[src/rtl/blfa_pkg.sv]
// shared constants, types and discharge curve for the battery level block
package blfa_pkg;

  localparam int CURVE_POINTS = 21;
  localparam int IDX_W        = $clog2(CURVE_POINTS);
  localparam int LEVEL_W      = 14;
  localparam int MV_W         = 13;
  localparam int ADC_W        = 16;
  localparam int OHM_W        = 24;
  localparam int BATT_W       = 31;
  localparam int DIV_W        = ADC_W + OHM_W + 1;
  localparam int CNT_W        = $clog2(DIV_W + 1);
  localparam int MUL_A_W      = OHM_W + 1;
  localparam int CFG_IDX_W    = 2;

  localparam logic [CFG_IDX_W-1:0] REG_DIVIDER_HIGH = 2'd0;
  localparam logic [CFG_IDX_W-1:0] REG_DIVIDER_LOW  = 2'd1;

  localparam logic [OHM_W-1:0] DIVIDER_HIGH_RESET = 24'd1500000;
  localparam logic [OHM_W-1:0] DIVIDER_LOW_RESET  = 24'd180000;
  localparam logic [OHM_W-1:0] HUNDRED            = 24'd100;

  // pass lengths of the serial divider, in quotient bits
  localparam logic [CNT_W-1:0] SCALE_BITS  = CNT_W'(DIV_W);
  localparam logic [CNT_W-1:0] VOLT_BITS   = CNT_W'(BATT_W);
  localparam logic [CNT_W-1:0] INTERP_BITS = CNT_W'(LEVEL_W + MV_W);
  localparam logic [CNT_W-1:0] PCT_BITS    = CNT_W'(LEVEL_W);

  typedef enum logic [3:0] {
    ST_IDLE,
    ST_SCALE_MUL,
    ST_SCALE_DIV,
    ST_VOLT_DIV,
    ST_SEARCH,
    ST_INTERP_MUL,
    ST_INTERP_DIV,
    ST_PCT_DIV,
    ST_OUTPUT
  } state_t;

  typedef struct packed {
    logic             start;
    logic [CNT_W-1:0] nbits;
  } div_req_t;

  function automatic logic [LEVEL_W-1:0] curve_level(input logic [IDX_W-1:0] idx);
    logic [LEVEL_W-1:0] v;
    case (idx)
      5'd0:    v = 14'd10000;
      5'd1:    v = 14'd9500;
      5'd2:    v = 14'd9000;
      5'd3:    v = 14'd8500;
      5'd4:    v = 14'd8000;
      5'd5:    v = 14'd7500;
      5'd6:    v = 14'd7000;
      5'd7:    v = 14'd6500;
      5'd8:    v = 14'd6000;
      5'd9:    v = 14'd5500;
      5'd10:   v = 14'd5000;
      5'd11:   v = 14'd4500;
      5'd12:   v = 14'd4000;
      5'd13:   v = 14'd3500;
      5'd14:   v = 14'd3000;
      5'd15:   v = 14'd2500;
      5'd16:   v = 14'd2000;
      5'd17:   v = 14'd1500;
      5'd18:   v = 14'd1000;
      5'd19:   v = 14'd500;
      5'd20:   v = 14'd0;
      default: v = 14'd0;
    endcase
    return v;
  endfunction

  function automatic logic [MV_W-1:0] curve_mv(input logic [IDX_W-1:0] idx);
    logic [MV_W-1:0] v;
    case (idx)
      5'd0:    v = 13'd4200;
      5'd1:    v = 13'd4150;
      5'd2:    v = 13'd4110;
      5'd3:    v = 13'd4080;
      5'd4:    v = 13'd4020;
      5'd5:    v = 13'd3980;
      5'd6:    v = 13'd3950;
      5'd7:    v = 13'd3910;
      5'd8:    v = 13'd3870;
      5'd9:    v = 13'd3850;
      5'd10:   v = 13'd3840;
      5'd11:   v = 13'd3820;
      5'd12:   v = 13'd3800;
      5'd13:   v = 13'd3790;
      5'd14:   v = 13'd3770;
      5'd15:   v = 13'd3750;
      5'd16:   v = 13'd3730;
      5'd17:   v = 13'd3710;
      5'd18:   v = 13'd3690;
      5'd19:   v = 13'd3610;
      5'd20:   v = 13'd3270;
      default: v = 13'd0;
    endcase
    return v;
  endfunction

endpackage

[src/rtl/battery_level_from_adc.sv]
// top level: battery voltage and charge level from one divider-tap adc reading
//
// input channel: in_valid / in_stall with adc_millivolts. in_stall is high
// while a reading is being worked on; a new word is taken only when the
// sequencer is idle.
// output channel: out_valid / out_stall with battery_millivolts,
// voltage_attribute, level_hundredths, level_percent and percent_attribute.
// the result sits in an output register, so the next reading can be taken
// while the receiver stalls; that reading then waits at its last step until
// the output register frees up.
// one word goes through up to four serial divider passes of 41, 31, 27 and 14
// bits at one bit a cycle, a curve search and the ST_SCALE_MUL and ST_INTERP_MUL
// multiply states. at or above the curve
// top the search and interpolation are skipped, below the bottom only the
// interpolation. the next word can be taken in the same cycle that out_valid rises.
// config: cfg_write with cfg_index and cfg_data writes a divider resistor;
// write only while idle. unknown indexes are ignored.
// reset: rst, synchronous; resistors return to 1500000 and 180000 ohms,
// pending work and any result in the output register are dropped.
module battery_level_from_adc (
  input  logic                             clk,
  input  logic                             rst,
  input  logic                             cfg_write,
  input  logic [blfa_pkg::CFG_IDX_W-1:0]   cfg_index,
  input  logic [blfa_pkg::OHM_W-1:0]       cfg_data,
  input  logic                             in_valid,
  output logic                             in_stall,
  input  logic [blfa_pkg::ADC_W-1:0]       adc_millivolts,
  output logic                             out_valid,
  input  logic                             out_stall,
  output logic [blfa_pkg::BATT_W-1:0]      battery_millivolts,
  output logic [7:0]                       voltage_attribute,
  output logic [blfa_pkg::LEVEL_W-1:0]     level_hundredths,
  output logic [6:0]                       level_percent,
  output logic [7:0]                       percent_attribute
);

  localparam logic [blfa_pkg::IDX_W-1:0] LAST_IDX =
    blfa_pkg::IDX_W'(blfa_pkg::CURVE_POINTS - 1);

  blfa_pkg::state_t state, state_next;
  logic             launched, launched_next;
  logic             out_valid_next;

  logic [blfa_pkg::OHM_W-1:0]   divider_high;
  logic [blfa_pkg::OHM_W-1:0]   divider_low;

  logic [blfa_pkg::ADC_W-1:0]   adc;
  logic [blfa_pkg::DIV_W-1:0]   prod;
  logic [blfa_pkg::BATT_W-1:0]  batt;
  logic [7:0]                   volt_attr;
  logic [blfa_pkg::LEVEL_W-1:0] level;
  logic [blfa_pkg::LEVEL_W-1:0] base;
  logic [blfa_pkg::LEVEL_W-1:0] dlevel;
  logic [blfa_pkg::MV_W-1:0]    delta;
  logic [blfa_pkg::MV_W-1:0]    dmv;
  logic [6:0]                   pct;
  logic [blfa_pkg::IDX_W-1:0]   idx;

  logic                         in_accept;
  logic                         out_free;

  logic [blfa_pkg::MUL_A_W-1:0] mul_a;
  logic [blfa_pkg::ADC_W-1:0]   mul_b;
  logic [blfa_pkg::DIV_W-1:0]   mul_out;

  blfa_pkg::div_req_t           div_req;
  logic [blfa_pkg::DIV_W-1:0]   div_dividend;
  logic [blfa_pkg::OHM_W-1:0]   div_divisor;
  logic                         div_done;
  logic [blfa_pkg::DIV_W-1:0]   div_quo;
  logic [blfa_pkg::BATT_W-1:0]  batt_sat;

  logic [blfa_pkg::LEVEL_W-1:0] lo_level, hi_level;
  logic [blfa_pkg::MV_W-1:0]    lo_mv, hi_mv;
  logic                         search_more;
  logic                         seg_flat;
  logic                         at_top;

  assign in_stall  = (state != blfa_pkg::ST_IDLE);
  assign in_accept = in_valid && !in_stall;
  assign out_free  = !out_valid || !out_stall;

  // config registers
  always_ff @(posedge clk) begin
    if (rst) begin
      divider_high <= blfa_pkg::DIVIDER_HIGH_RESET;
      divider_low  <= blfa_pkg::DIVIDER_LOW_RESET;
    end else if (cfg_write) begin
      case (cfg_index)
        blfa_pkg::REG_DIVIDER_HIGH: divider_high <= cfg_data;
        blfa_pkg::REG_DIVIDER_LOW:  divider_low  <= cfg_data;
        default: ;
      endcase
    end
  end

  // shared multiplier, registered into prod
  always_comb begin
    if (state == blfa_pkg::ST_INTERP_MUL) begin
      mul_a = blfa_pkg::MUL_A_W'(dlevel);
      mul_b = blfa_pkg::ADC_W'(delta);
    end else begin
      mul_a = {1'b0, divider_high} + {1'b0, divider_low};
      mul_b = adc;
    end
  end
  assign mul_out = blfa_pkg::DIV_W'(mul_a) * blfa_pkg::DIV_W'(mul_b);

  // divider operands per pass, left-aligned to the pass length
  always_comb begin
    case (state)
      blfa_pkg::ST_VOLT_DIV: begin
        div_dividend = {batt, {(blfa_pkg::DIV_W - blfa_pkg::BATT_W){1'b0}}};
        div_divisor  = blfa_pkg::HUNDRED;
      end
      blfa_pkg::ST_INTERP_DIV: begin
        div_dividend = {prod[blfa_pkg::LEVEL_W+blfa_pkg::MV_W-1:0],
                        {(blfa_pkg::DIV_W - blfa_pkg::LEVEL_W - blfa_pkg::MV_W){1'b0}}};
        div_divisor  = blfa_pkg::OHM_W'(dmv);
      end
      blfa_pkg::ST_PCT_DIV: begin
        div_dividend = {level, {(blfa_pkg::DIV_W - blfa_pkg::LEVEL_W){1'b0}}};
        div_divisor  = blfa_pkg::HUNDRED;
      end
      default: begin
        div_dividend = prod;
        div_divisor  = divider_low;
      end
    endcase
  end

  blfa_div u_div (
    .clk      (clk),
    .rst      (rst),
    .req      (div_req),
    .dividend (div_dividend),
    .divisor  (div_divisor),
    .done     (div_done),
    .quotient (div_quo)
  );

  assign batt_sat = (div_quo[blfa_pkg::DIV_W-1:blfa_pkg::BATT_W] != '0) ?
                    {blfa_pkg::BATT_W{1'b1}} : div_quo[blfa_pkg::BATT_W-1:0];

  // curve walk: idx is the lower point of the segment, idx - 1 the upper
  assign lo_level    = blfa_pkg::curve_level(idx);
  assign lo_mv       = blfa_pkg::curve_mv(idx);
  assign hi_level    = blfa_pkg::curve_level(idx - 1'b1);
  assign hi_mv       = blfa_pkg::curve_mv(idx - 1'b1);
  assign search_more = (idx < LAST_IDX) && (lo_level != '0) &&
                       (batt < blfa_pkg::BATT_W'(lo_mv));
  assign seg_flat    = (batt < blfa_pkg::BATT_W'(lo_mv)) || (hi_mv <= lo_mv) ||
                       (hi_level < lo_level);
  assign at_top      = (batt >= blfa_pkg::BATT_W'(blfa_pkg::curve_mv('0)));

  always_ff @(posedge clk) begin
    if (rst) begin
      state     <= blfa_pkg::ST_IDLE;
      launched  <= 1'b0;
      out_valid <= 1'b0;
    end else begin
      state     <= state_next;
      launched  <= launched_next;
      out_valid <= out_valid_next;
    end
  end

  always_comb begin
    state_next     = state;
    launched_next  = launched;
    out_valid_next = out_valid && out_stall;
    div_req.start  = 1'b0;
    div_req.nbits  = blfa_pkg::SCALE_BITS;
    case (state)
      blfa_pkg::ST_IDLE: begin
        if (in_valid) state_next = blfa_pkg::ST_SCALE_MUL;
      end
      blfa_pkg::ST_SCALE_MUL: state_next = blfa_pkg::ST_SCALE_DIV;
      blfa_pkg::ST_SCALE_DIV,
      blfa_pkg::ST_VOLT_DIV,
      blfa_pkg::ST_INTERP_DIV,
      blfa_pkg::ST_PCT_DIV: begin
        case (state)
          blfa_pkg::ST_VOLT_DIV:   div_req.nbits = blfa_pkg::VOLT_BITS;
          blfa_pkg::ST_INTERP_DIV: div_req.nbits = blfa_pkg::INTERP_BITS;
          blfa_pkg::ST_PCT_DIV:    div_req.nbits = blfa_pkg::PCT_BITS;
          default:                 div_req.nbits = blfa_pkg::SCALE_BITS;
        endcase
        if (!launched) begin
          div_req.start = 1'b1;
          launched_next = 1'b1;
        end else if (div_done) begin
          launched_next = 1'b0;
          case (state)
            blfa_pkg::ST_SCALE_DIV:  state_next = blfa_pkg::ST_VOLT_DIV;
            blfa_pkg::ST_VOLT_DIV:
              state_next = at_top ? blfa_pkg::ST_PCT_DIV : blfa_pkg::ST_SEARCH;
            blfa_pkg::ST_INTERP_DIV: state_next = blfa_pkg::ST_PCT_DIV;
            default:                 state_next = blfa_pkg::ST_OUTPUT;
          endcase
        end
      end
      blfa_pkg::ST_SEARCH: begin
        if (!search_more)
          state_next = seg_flat ? blfa_pkg::ST_PCT_DIV : blfa_pkg::ST_INTERP_MUL;
      end
      blfa_pkg::ST_INTERP_MUL: state_next = blfa_pkg::ST_INTERP_DIV;
      blfa_pkg::ST_OUTPUT: begin
        if (out_free) begin
          out_valid_next = 1'b1;
          state_next     = blfa_pkg::ST_IDLE;
        end
      end
      default: state_next = blfa_pkg::ST_IDLE;
    endcase
  end

  // datapath registers
  always_ff @(posedge clk) begin
    case (state)
      blfa_pkg::ST_IDLE: begin
        if (in_accept) adc <= adc_millivolts;
      end
      blfa_pkg::ST_SCALE_MUL,
      blfa_pkg::ST_INTERP_MUL: prod <= mul_out;
      blfa_pkg::ST_SCALE_DIV: begin
        if (launched && div_done) batt <= batt_sat;
      end
      blfa_pkg::ST_VOLT_DIV: begin
        if (launched && div_done) begin
          volt_attr <= div_quo[7:0];
          level     <= blfa_pkg::curve_level('0);
          idx       <= blfa_pkg::IDX_W'(1);
        end
      end
      blfa_pkg::ST_SEARCH: begin
        if (search_more) begin
          idx <= idx + 1'b1;
        end else begin
          level  <= lo_level;
          base   <= lo_level;
          dlevel <= hi_level - lo_level;
          delta  <= batt[blfa_pkg::MV_W-1:0] - lo_mv;
          dmv    <= hi_mv - lo_mv;
        end
      end
      blfa_pkg::ST_INTERP_DIV: begin
        if (launched && div_done) level <= base + div_quo[blfa_pkg::LEVEL_W-1:0];
      end
      blfa_pkg::ST_PCT_DIV: begin
        if (launched && div_done) pct <= div_quo[6:0];
      end
      blfa_pkg::ST_OUTPUT: begin
        if (out_free) begin
          battery_millivolts <= batt;
          voltage_attribute  <= volt_attr;
          level_hundredths   <= level;
          level_percent      <= pct;
          percent_attribute  <= {pct, 1'b0};
        end
      end
      default: ;
    endcase
  end

  a_accept_starts: assert property (@(posedge clk) disable iff (rst)
    in_valid && !in_stall |=> state == blfa_pkg::ST_SCALE_MUL)
    else $error("accepted word did not start the multiply");

  a_level_range: assert property (@(posedge clk) disable iff (rst)
    out_valid |-> level_hundredths <= 14'd10000)
    else $error("level above full scale");

  a_full_percent: assert property (@(posedge clk) disable iff (rst)
    out_valid && level_hundredths == 14'd10000 |-> level_percent == 7'd100)
    else $error("full level without full percent");

  a_div_in_pass: assert property (@(posedge clk) disable iff (rst)
    div_done |-> state == blfa_pkg::ST_SCALE_DIV || state == blfa_pkg::ST_VOLT_DIV ||
                 state == blfa_pkg::ST_INTERP_DIV || state == blfa_pkg::ST_PCT_DIV)
    else $error("divider finished outside a division pass");

endmodule

[src/rtl/blfa_div.sv]
// restoring serial divider, one quotient bit per cycle, dividend left-aligned
module blfa_div (
  input  logic                        clk,
  input  logic                        rst,
  input  blfa_pkg::div_req_t          req,
  input  logic [blfa_pkg::DIV_W-1:0]  dividend,
  input  logic [blfa_pkg::OHM_W-1:0]  divisor,
  output logic                        done,
  output logic [blfa_pkg::DIV_W-1:0]  quotient
);

  logic                         busy;
  logic [blfa_pkg::CNT_W-1:0]   cnt;
  logic [blfa_pkg::OHM_W-1:0]   rem;
  logic [blfa_pkg::DIV_W-1:0]   quo;
  logic [blfa_pkg::OHM_W:0]     trial;
  logic [blfa_pkg::OHM_W:0]     diff;
  logic                         qbit;

  assign trial = {rem, quo[blfa_pkg::DIV_W-1]};
  assign diff  = trial - {1'b0, divisor};
  assign qbit  = (trial >= {1'b0, divisor});

  always_ff @(posedge clk) begin
    if (rst) begin
      busy <= 1'b0;
      done <= 1'b0;
      cnt  <= '0;
    end else begin
      done <= 1'b0;
      if (req.start) begin
        busy <= 1'b1;
        cnt  <= req.nbits;
      end else if (busy) begin
        cnt <= cnt - 1'b1;
        if (cnt == blfa_pkg::CNT_W'(1)) begin
          busy <= 1'b0;
          done <= 1'b1;
        end
      end
    end
  end

  always_ff @(posedge clk) begin
    if (req.start) begin
      rem <= '0;
      quo <= dividend;
    end else if (busy) begin
      quo <= {quo[blfa_pkg::DIV_W-2:0], qbit};
      // a zero divisor keeps every bit set, which saturates upstream
      rem <= qbit ? diff[blfa_pkg::OHM_W-1:0] : trial[blfa_pkg::OHM_W-1:0];
    end
  end

  assign quotient = quo;

endmodule

[config.mk]
export PLATFORM = sky130hd
export DESIGN_NAME = battery_level_from_adc
export DESIGN_NICKNAME = d
export VERILOG_FILES = /design/src/rtl/blfa_pkg.sv /design/src/rtl/battery_level_from_adc.sv /design/src/rtl/blfa_div.sv
export SDC_FILE = /design/constraint.sdc
export NUM_CORES = 2
export LEC_CHECK = 0
export ABC_CLOCK_PERIOD_IN_PS = 20300
export CORE_ASPECT_RATIO = 0.6
export CORE_MARGIN = 8
export CORE_UTILIZATION = 55
export CTS_BUF_LIST = sky130_fd_sc_hd__clkbuf_16
export DETAILED_ROUTE_END_ITERATION = 8
export DONT_BUFFER_PORTS = 1
export PLACE_DENSITY = 0.69
export REMOVE_ABC_BUFFERS = 1
export SLEW_MARGIN = 0
export SYNTH_ARGS = -nofsm -noshare
export SYNTH_HDL_FRONTEND = slang
export SYNTH_SLANG_ARGS = --single-unit
[constraint.sdc]
create_clock -name clk -period 20.3 [get_ports clk]
set_clock_uncertainty 0.15 [all_clocks]
set_input_delay 5.075 -clock clk [delete_from_list [all_inputs] [get_ports clk]]
set_output_delay 5.075 -clock clk [all_outputs]
set_load 0.005 [all_outputs]
# Word-level counts from Yosys, hierarchy flattened

Memory sizes are Yosys's and may differ from the RTL's. A register that Yosys moved wholly into a read port is not among the register bits.
Cells that the tools add are included.
Widths: inputs -> output; s select.

Reductions and logical operators: 34
Bitwise gates (word level): 2
Add/sub/neg operators: 9
Magnitude comparators: 6
Multiplexer cells: 38
Equal/unequal tests: 18
Multipliers: 1

Operator list:

| cell                 | count |
|---|---|
| $pmux 41 s3          | 1 |
| $mux 41              | 2 |
| $pmux 24 s2          | 1 |
| $mux 14              | 3 |
| $pmux 14 s3          | 1 |
| $mul 25x16->41       | 1 |
| $ge 31x13->1 const B | 1 |
| $lt 31x13->1         | 1 |
| $sub 13x13->13       | 2 |
| $add 24x24->25       | 1 |
| $ge 25x24->1         | 1 |
| $mux 25              | 1 |
| $mux 24              | 1 |
| $pmux 4 s6           | 1 |
| $sub 24x24->24       | 1 |
| $mux 4               | 5 |
| $mux 5               | 4 |
| $pmux 6 s3           | 1 |
| $eq 4x3->1 const B   | 4 |
| $mux 16              | 1 |
| $reduce_and 2->1     | 8 |
| $add 14x14->14       | 1 |
| $lt 14x14->1         | 1 |
| $ne 2x2->1 const B   | 7 |
| other kinds (35)     | 57 |

Bits in registers: 363
Logic and storage cells: 137
Input port bits: 47
Memories: 4
Bits in read-only memories: 1536

Memory list:

| name            | words | width | read ports | clocked after memory_dff | wr ports | line           | source |
|---|---|---|---|---|---|---|---|
| (no name shown) | 32    | 12    | 1          | 0                        | 0        | blfa_pkg.sv:77 | `case (idx)` |
| (no name shown) | 32    | 12    | 1          | 0                        | 0        | blfa_pkg.sv:48 | `case (idx)` |
| (no name shown) | 32    | 12    | 1          | 1                        | 0        | blfa_pkg.sv:77 |  |
| (no name shown) | 32    | 12    | 1          | 1                        | 0        | blfa_pkg.sv:48 |  |

# Depth between registers and ports, before layout

An unclocked memory read counts as a cell.

Depth in word-level cells: 8
Gate-level depth with buffers: 38
Mapped depth without buffers: 38

# Hierarchy

From an unflattened synthesis, not the netlist that was laid out.

Cell total of the unflattened synthesis: 3551
Area, all modules: 33581.0 um2

By module, submodules not included:

| module                 | times used | area each (um2) | seq. area each (um2) | cells each |
|---|---|---|---|---|
| battery_level_from_adc | 1          | 28711.3         | 8478.1               | 3029 |
| blfa_div               | 1          | 4869.7          | 1871.8               | 522 |

# Worst setup path after synthesis

No wires, ideal clock.

Path type: flip-flop to flip-flop
Start point: register state[3]
End point: register prod[40] (netlist name) (data pin)
Buffers on the path: 4
Stages on the path, launching flop included: 30
Required time: 19888 ps
Data arrival time: 10783 ps
Path slack: 9105 ps
Period minus slack after synthesis: 11195 ps
Cell sequence: dfxtp_1 clkbuf_1 nor3b_1 and2_1 clkbuf_1 buf_1 buf_1 a21o_1 nand2_1 fa_1 inv_1 fa_1 inv_1 fa_1 fa_1 inv_1 fa_1 fa_1 ha_1 a21o_1 a221o_1 a221oi_4 a31oi_4 o2111ai_2 nand3b_2 a21o_1 a21oi_2 o21ai_2 a221oi_2 xnor2_1

Word-level cells in the longest chain between the ends: 3
Elaborated cells between the ends (all ways): 4
Classes of those cells: mul (1); eq/ne (1); mux (2)

Ends and longest elaborated chain:

| element                                   | line                          | source |
|---|---|---|
| start: declaration                        | battery_level_from_adc.sv:41  | `blfa_pkg::state_t state, state_next;` |
| start signal: assignment                  | battery_level_from_adc.sv:159 | `state <= blfa_pkg::ST_IDLE;` |
| start signal: assignment                  | battery_level_from_adc.sv:163 | `state <= state_next;` |
| $eq 4x3->1 (*)                            | battery_level_from_adc.sv:100 | `if (state == blfa_pkg::ST_INTERP_MUL) begin` |
| $mux 25 / $mux 16 (equally long branches) | battery_level_from_adc.sv:100 |  |
| $mul 25x16->41 (*)                        | battery_level_from_adc.sv:108 | `assign mul_out = blfa_pkg::DIV_W'(mul_a) * blfa_pkg::DIV_W'(mul_b);` |
| via mul_out (one bit)                     | battery_level_from_adc.sv:65  | `logic [blfa_pkg::DIV_W-1:0] mul_out;` |
| end signal: assignment                    | battery_level_from_adc.sv:226 | `blfa_pkg::ST_INTERP_MUL: prod <= mul_out;` |
| end: declaration                          | battery_level_from_adc.sv:49  | `logic [blfa_pkg::DIV_W-1:0] prod;` |

The timed path passes the listed nets; every way through them passes the cells marked *.
A chain may end at the register's enable or synchronous reset.

# Worst setup path in the final report

Start point: register divider_low[0] (netlist name)
End point: register prod[39] (netlist name) (data pin)

Word-level cells in the longest chain between the ends: 3

Ends and longest elaborated chain:

| element                  | line                          | source |
|---|---|---|
| start: declaration       | battery_level_from_adc.sv:46  | `logic [blfa_pkg::OHM_W-1:0] divider_low;` |
| start signal: assignment | battery_level_from_adc.sv:88  | `divider_low <= blfa_pkg::DIVIDER_LOW_RESET;` |
| start signal: assignment | battery_level_from_adc.sv:92  | `blfa_pkg::REG_DIVIDER_LOW: divider_low <= cfg_data;` |
| $add 24x24->25           | battery_level_from_adc.sv:104 | `mul_a = {1'b0, divider_high} + {1'b0, divider_low};` |
| $mux 25                  | battery_level_from_adc.sv:100 |  |
| $mul 25x16->41           | battery_level_from_adc.sv:108 |  |
| via mul_out (one bit)    | battery_level_from_adc.sv:65  |  |

The timed path passes the listed nets, and every way through them passes these cells.

==> qor.csv <==
stage,metric,value,unit
job,maxcap violations,0,
logic_synthesis,Synth Instances,3299,
outcome,status,completed,
worst_setup_path,crit path buf inv count,4,
floorplanning,Die Wd,327,microns
logic_synthesis,sequential cell area fraction in the yosys report,32.4,%
floorplanning,I/O Pins,117,
route,routed via count,24800,
sta,fin crit period,9950,ps
global_routing,initial antenna violation count,7,
final_layout,share of layout cells above drive strength 1,4.96,%
global_routing,number of global-route vias before repair,24400,
worst_setup_path,Worst Path Arrival,10140,ps
worst_setup_path,Worst R2R Path Depth,34,
sta,count of final setup violators,0,
sta,Rel. slew slack,20.3,%
clocking,clk root buf,clkbuf_16,
logic_synthesis,Syn. warnings,0,
clocking,CTS buffer count,39,
worst_setup_path,R2R Setup Slk,10350,ps
route,vias per cell,6.15,
logic_synthesis,dominant cells by area after synthesis,"edfxtp_1 (26%), fa_1 (20%), ha_1 (8.8%)",
worst_setup_path,Critical-path top delay cell,xnor2_1,
logic_synthesis,Main synth FF type,edfxtp_1,
worst_setup_path,max incr delay on CP,890,ps
clocking,CTS resizes,0,
route,Routed Antenna Nets,0,
floorplanning,Initial Util,55.6,%
clocking,Clock Latency Late Sink,600,ps
global_routing,first-pass GRT wire length,153000,microns
sta,final hold violations,0,
sta,setup TNS,0,ps
placement,GPL Wtd Cong,1.02,
placement,post-DP HPWL,79600,microns
clocking,total setup buffers inserted after CTS,0,
floorplanning,die area,0.0663,sq mm
worst_setup_path,RR Endpoint,prod[39]$_DFFE_PP_,
logic_synthesis,Synth area leader,edfxtp_1,
worst_setup_path,worst endpoint required time,20490,ps
worst_setup_path,"Worst Path Class, Setup",flip-flop to flip-flop,
logic_synthesis,mean area per synthesized cell,9.68,sq um
sta,worst slew pin tran,1190,ps
worst_setup_path,CP dominant cell by count,fa_1,
worst_setup_path,Worst Setup Start Kind,flip-flop,
worst_hold_path,Hold Path Class,flip-flop to flip-flop,
worst_setup_path,worst r2r src,divider_low[0]$_SDFFE_PP0P_,
route,drc violations,0,
logic_synthesis,top-area cell type share of the netlist area,25.6,%
floorplanning,Die Span Y,203,microns
worst_setup_path,worst-path maximum fanout,10,
global_routing,largest net degree at the start of global routing,68,
sta,final max-slew violation count,0,
floorplanning,Rows,68,
logic_synthesis,Post-Syn Area,0.0319,sq mm
sta,Peak Freq,101,MHz
clocking,H-tree levels,2,
logic_synthesis,Post-synth ARST share,0,%
route,drt first-iter violations,3005,
final_layout,Area Growth Syn to Fin,6.52,%
sta,Tcrit/Tclk final,49.0,%
floorplanning,core outline area,0.0574,sq mm
clocking,TritonCTS clock tree,yes,
placement,I/O Buffers,0,
sta,unrepaired setup endpoints after global routing,no,
global_routing,GRT Util Overall,30.3,%
worst_setup_path,worst setup path startpoint,divider_low[0]$_SDFFE_PP0P_,
logic_synthesis,Synth cell types,90,
clocking,Sink Count,381,
final_layout,Nets,3831,
worst_setup_path,Critical Path Stages,34,
worst_setup_path,Crit path max-delay family,adder cells,
worst_setup_path,crit path capture type,flip-flop,
route,Initial DRT Pass Iterations,8,
clocking,CTS Buffer Depth,3,
clocking,clk slew on worst S/H paths,70,ps
route,wire length per cell,24.9,microns
route,final wirelength,101000,microns
clocking,Post-CTS Hold Buffers,0,
logic_synthesis,Synth Register Bits,381,
logic_synthesis,Post-synth EDFFs,272,
global_routing,Overflow after GRT,0,
worst_setup_path,Setup crit end,prod[39]$_DFFE_PP_,
==> stage by stage <==
step / instances / setup WS (ps) / utilization [%] / hold WS (ps) / area [sq um]
6_report: 4037 / 10350 / 59.2 / 274 / 34000
5_1_grt: 4035 / 9880 / 59.2 / 281 / 34000
4_1_cts: 4035 / 10480 / 59.2 / 273 / 34000
3_5_place_dp: 3963 / 10560 / 56.8 / 256 / 32600
3_3_place_gp: 3963 / 10810 / 56.8 / 256 / 32600
2_1_floorplan: 3161 / 7870 / - / 250 / 31400
==> final cells by class <==
| type | count | area, sq um |
|---|---|---|
| multi-input combinational | 2342 | 19400 |
| clock buffer | 40 | 1000 |
| timing repair buffer | 32 | 240 |
| antenna | 2 | 5.00 |
| clock inverter | 32 | 353 |
| tap | 770 | 963 |
| fill | 4917 | 23400 |
| sequential | 381 | 10300 |
| inverter | 438 | 1640 |
==> sequential cells by signal, indices dropped and copies added, names as in the netlist, 12 cells and up <==
signal / flops
delta: 13
dmv: 12
batt: 31
adc: 16
level: 14
battery_millivolts: 31
divider_low: 24
u_div.quotient: 41
lo_level: 12
level_hundredths: 14
divider_high: 24
u_div.rem: 24
prod: 41
dlevel: 12
base: 12
==> cell usage after synthesis, types with 5 or more instances <==
| cell type | n |
|---|---|
| dfxtp_1 | 109 |
| nand2_1 | 451 |
| and4_1 | 6 |
| o21ai_1 | 20 |
| buf_4 | 8 |
| o21ai_0 | 107 |
| or2_2 | 35 |
| o211ai_1 | 15 |
| a211oi_1 | 24 |
| a21boi_0 | 8 |
| nand3_1 | 41 |
| a32oi_1 | 8 |
| ha_1 | 224 |
| o31ai_1 | 7 |
| a21o_1 | 57 |
| o22ai_1 | 14 |
| and3_1 | 43 |
| fa_1 | 326 |
| inv_1 | 433 |
| a21oi_1 | 201 |
| buf_1 | 5 |
| edfxtp_1 | 272 |
| nand3b_1 | 23 |
| a22oi_1 | 52 |
| nor4_1 | 16 |
| nor2_1 | 209 |
| xnor2_1 | 81 |
| clkbuf_1 | 118 |
| mux2i_1 | 10 |
| a31oi_1 | 14 |
| nand2b_1 | 25 |
| o21a_1 | 16 |
| nand4_1 | 8 |
| o21bai_1 | 10 |
| nor3_1 | 28 |
| and2_1 | 88 |
| buf_2 | 7 |
| nor2b_1 | 29 |
| a22o_1 | 23 |
| xor2_1 | 39 |
==> worst min path at each step <==
stage | startpoint | to | slack [ps] | depth (start not counted)
4_1_cts | pct[5]$_DFFE_PP_ | level_percent[5]$_DFFE_PP_ | 270 | 0
3_5_place_dp | pct[5]$_DFFE_PP_ | level_percent[5]$_DFFE_PP_ | 260 | 0
5_1_grt | pct[4]$_DFFE_PP_ | level_percent[4]$_DFFE_PP_ | 280 | 0
3_3_place_gp | volt_attr[5]$_DFFE_PP_ | voltage_attribute[5]$_DFFE_PP_ | 260 | 0
2_1_floorplan | pct[0]$_DFFE_PP_ | level_percent[0]$_DFFE_PP_ | 250 | 0
6_report | pct[5]$_DFFE_PP_ | level_percent[5]$_DFFE_PP_ | 270 | 0
==> kinds of logic (layout without fill, tap and decap cells) <==
group | count (synthesis) | count (layout) | share of synthesized area [%]
other | 1 | 3 | 0.0117
muxes | 11 | 11 | 0.384
buffers and inverters | 576 | 542 | 6.90
adders and majority gates | 550 | 550 | 29.2
AOI/OAI and AO/OA | 637 | 637 | 12.9
xor gates and xnor gates | 120 | 120 | 3.29
and+or+nand+nor | 1023 | 1023 | 14.9
DFF | 381 | 381 | 32.4
==> layer usage <==
layer	up-vias	share of wire, %	routed length (microns)	global-route usage, %
li1	10900	-	-	-
met2	1489	37	37100	38.2
met4	4	2.5	2510	6.84
met1	12200	45	44900	45.8
met3	166	16	16100	14.5
met5	-	0.027	27	0
==> cells in the final DEF (no fill, tap or decap), types with 40 or more instances in the layout <==
cell and instances:
xnor2_1 81, nand2_1 450, ha_1 224, fa_1 326, edfxtp_1 272, inv_1 437, nor2_1 208, o21ai_0 106
a21o_1 57, clkbuf_16 40, nand3_1 41, dfxtp_1 109, a22oi_1 52, and3_1 43, a21oi_1 199, and2_1 87
Power is left out: the tool's default activity adds up to more than one toggle a clock period on the data nets, which glitch-free logic cannot reach.
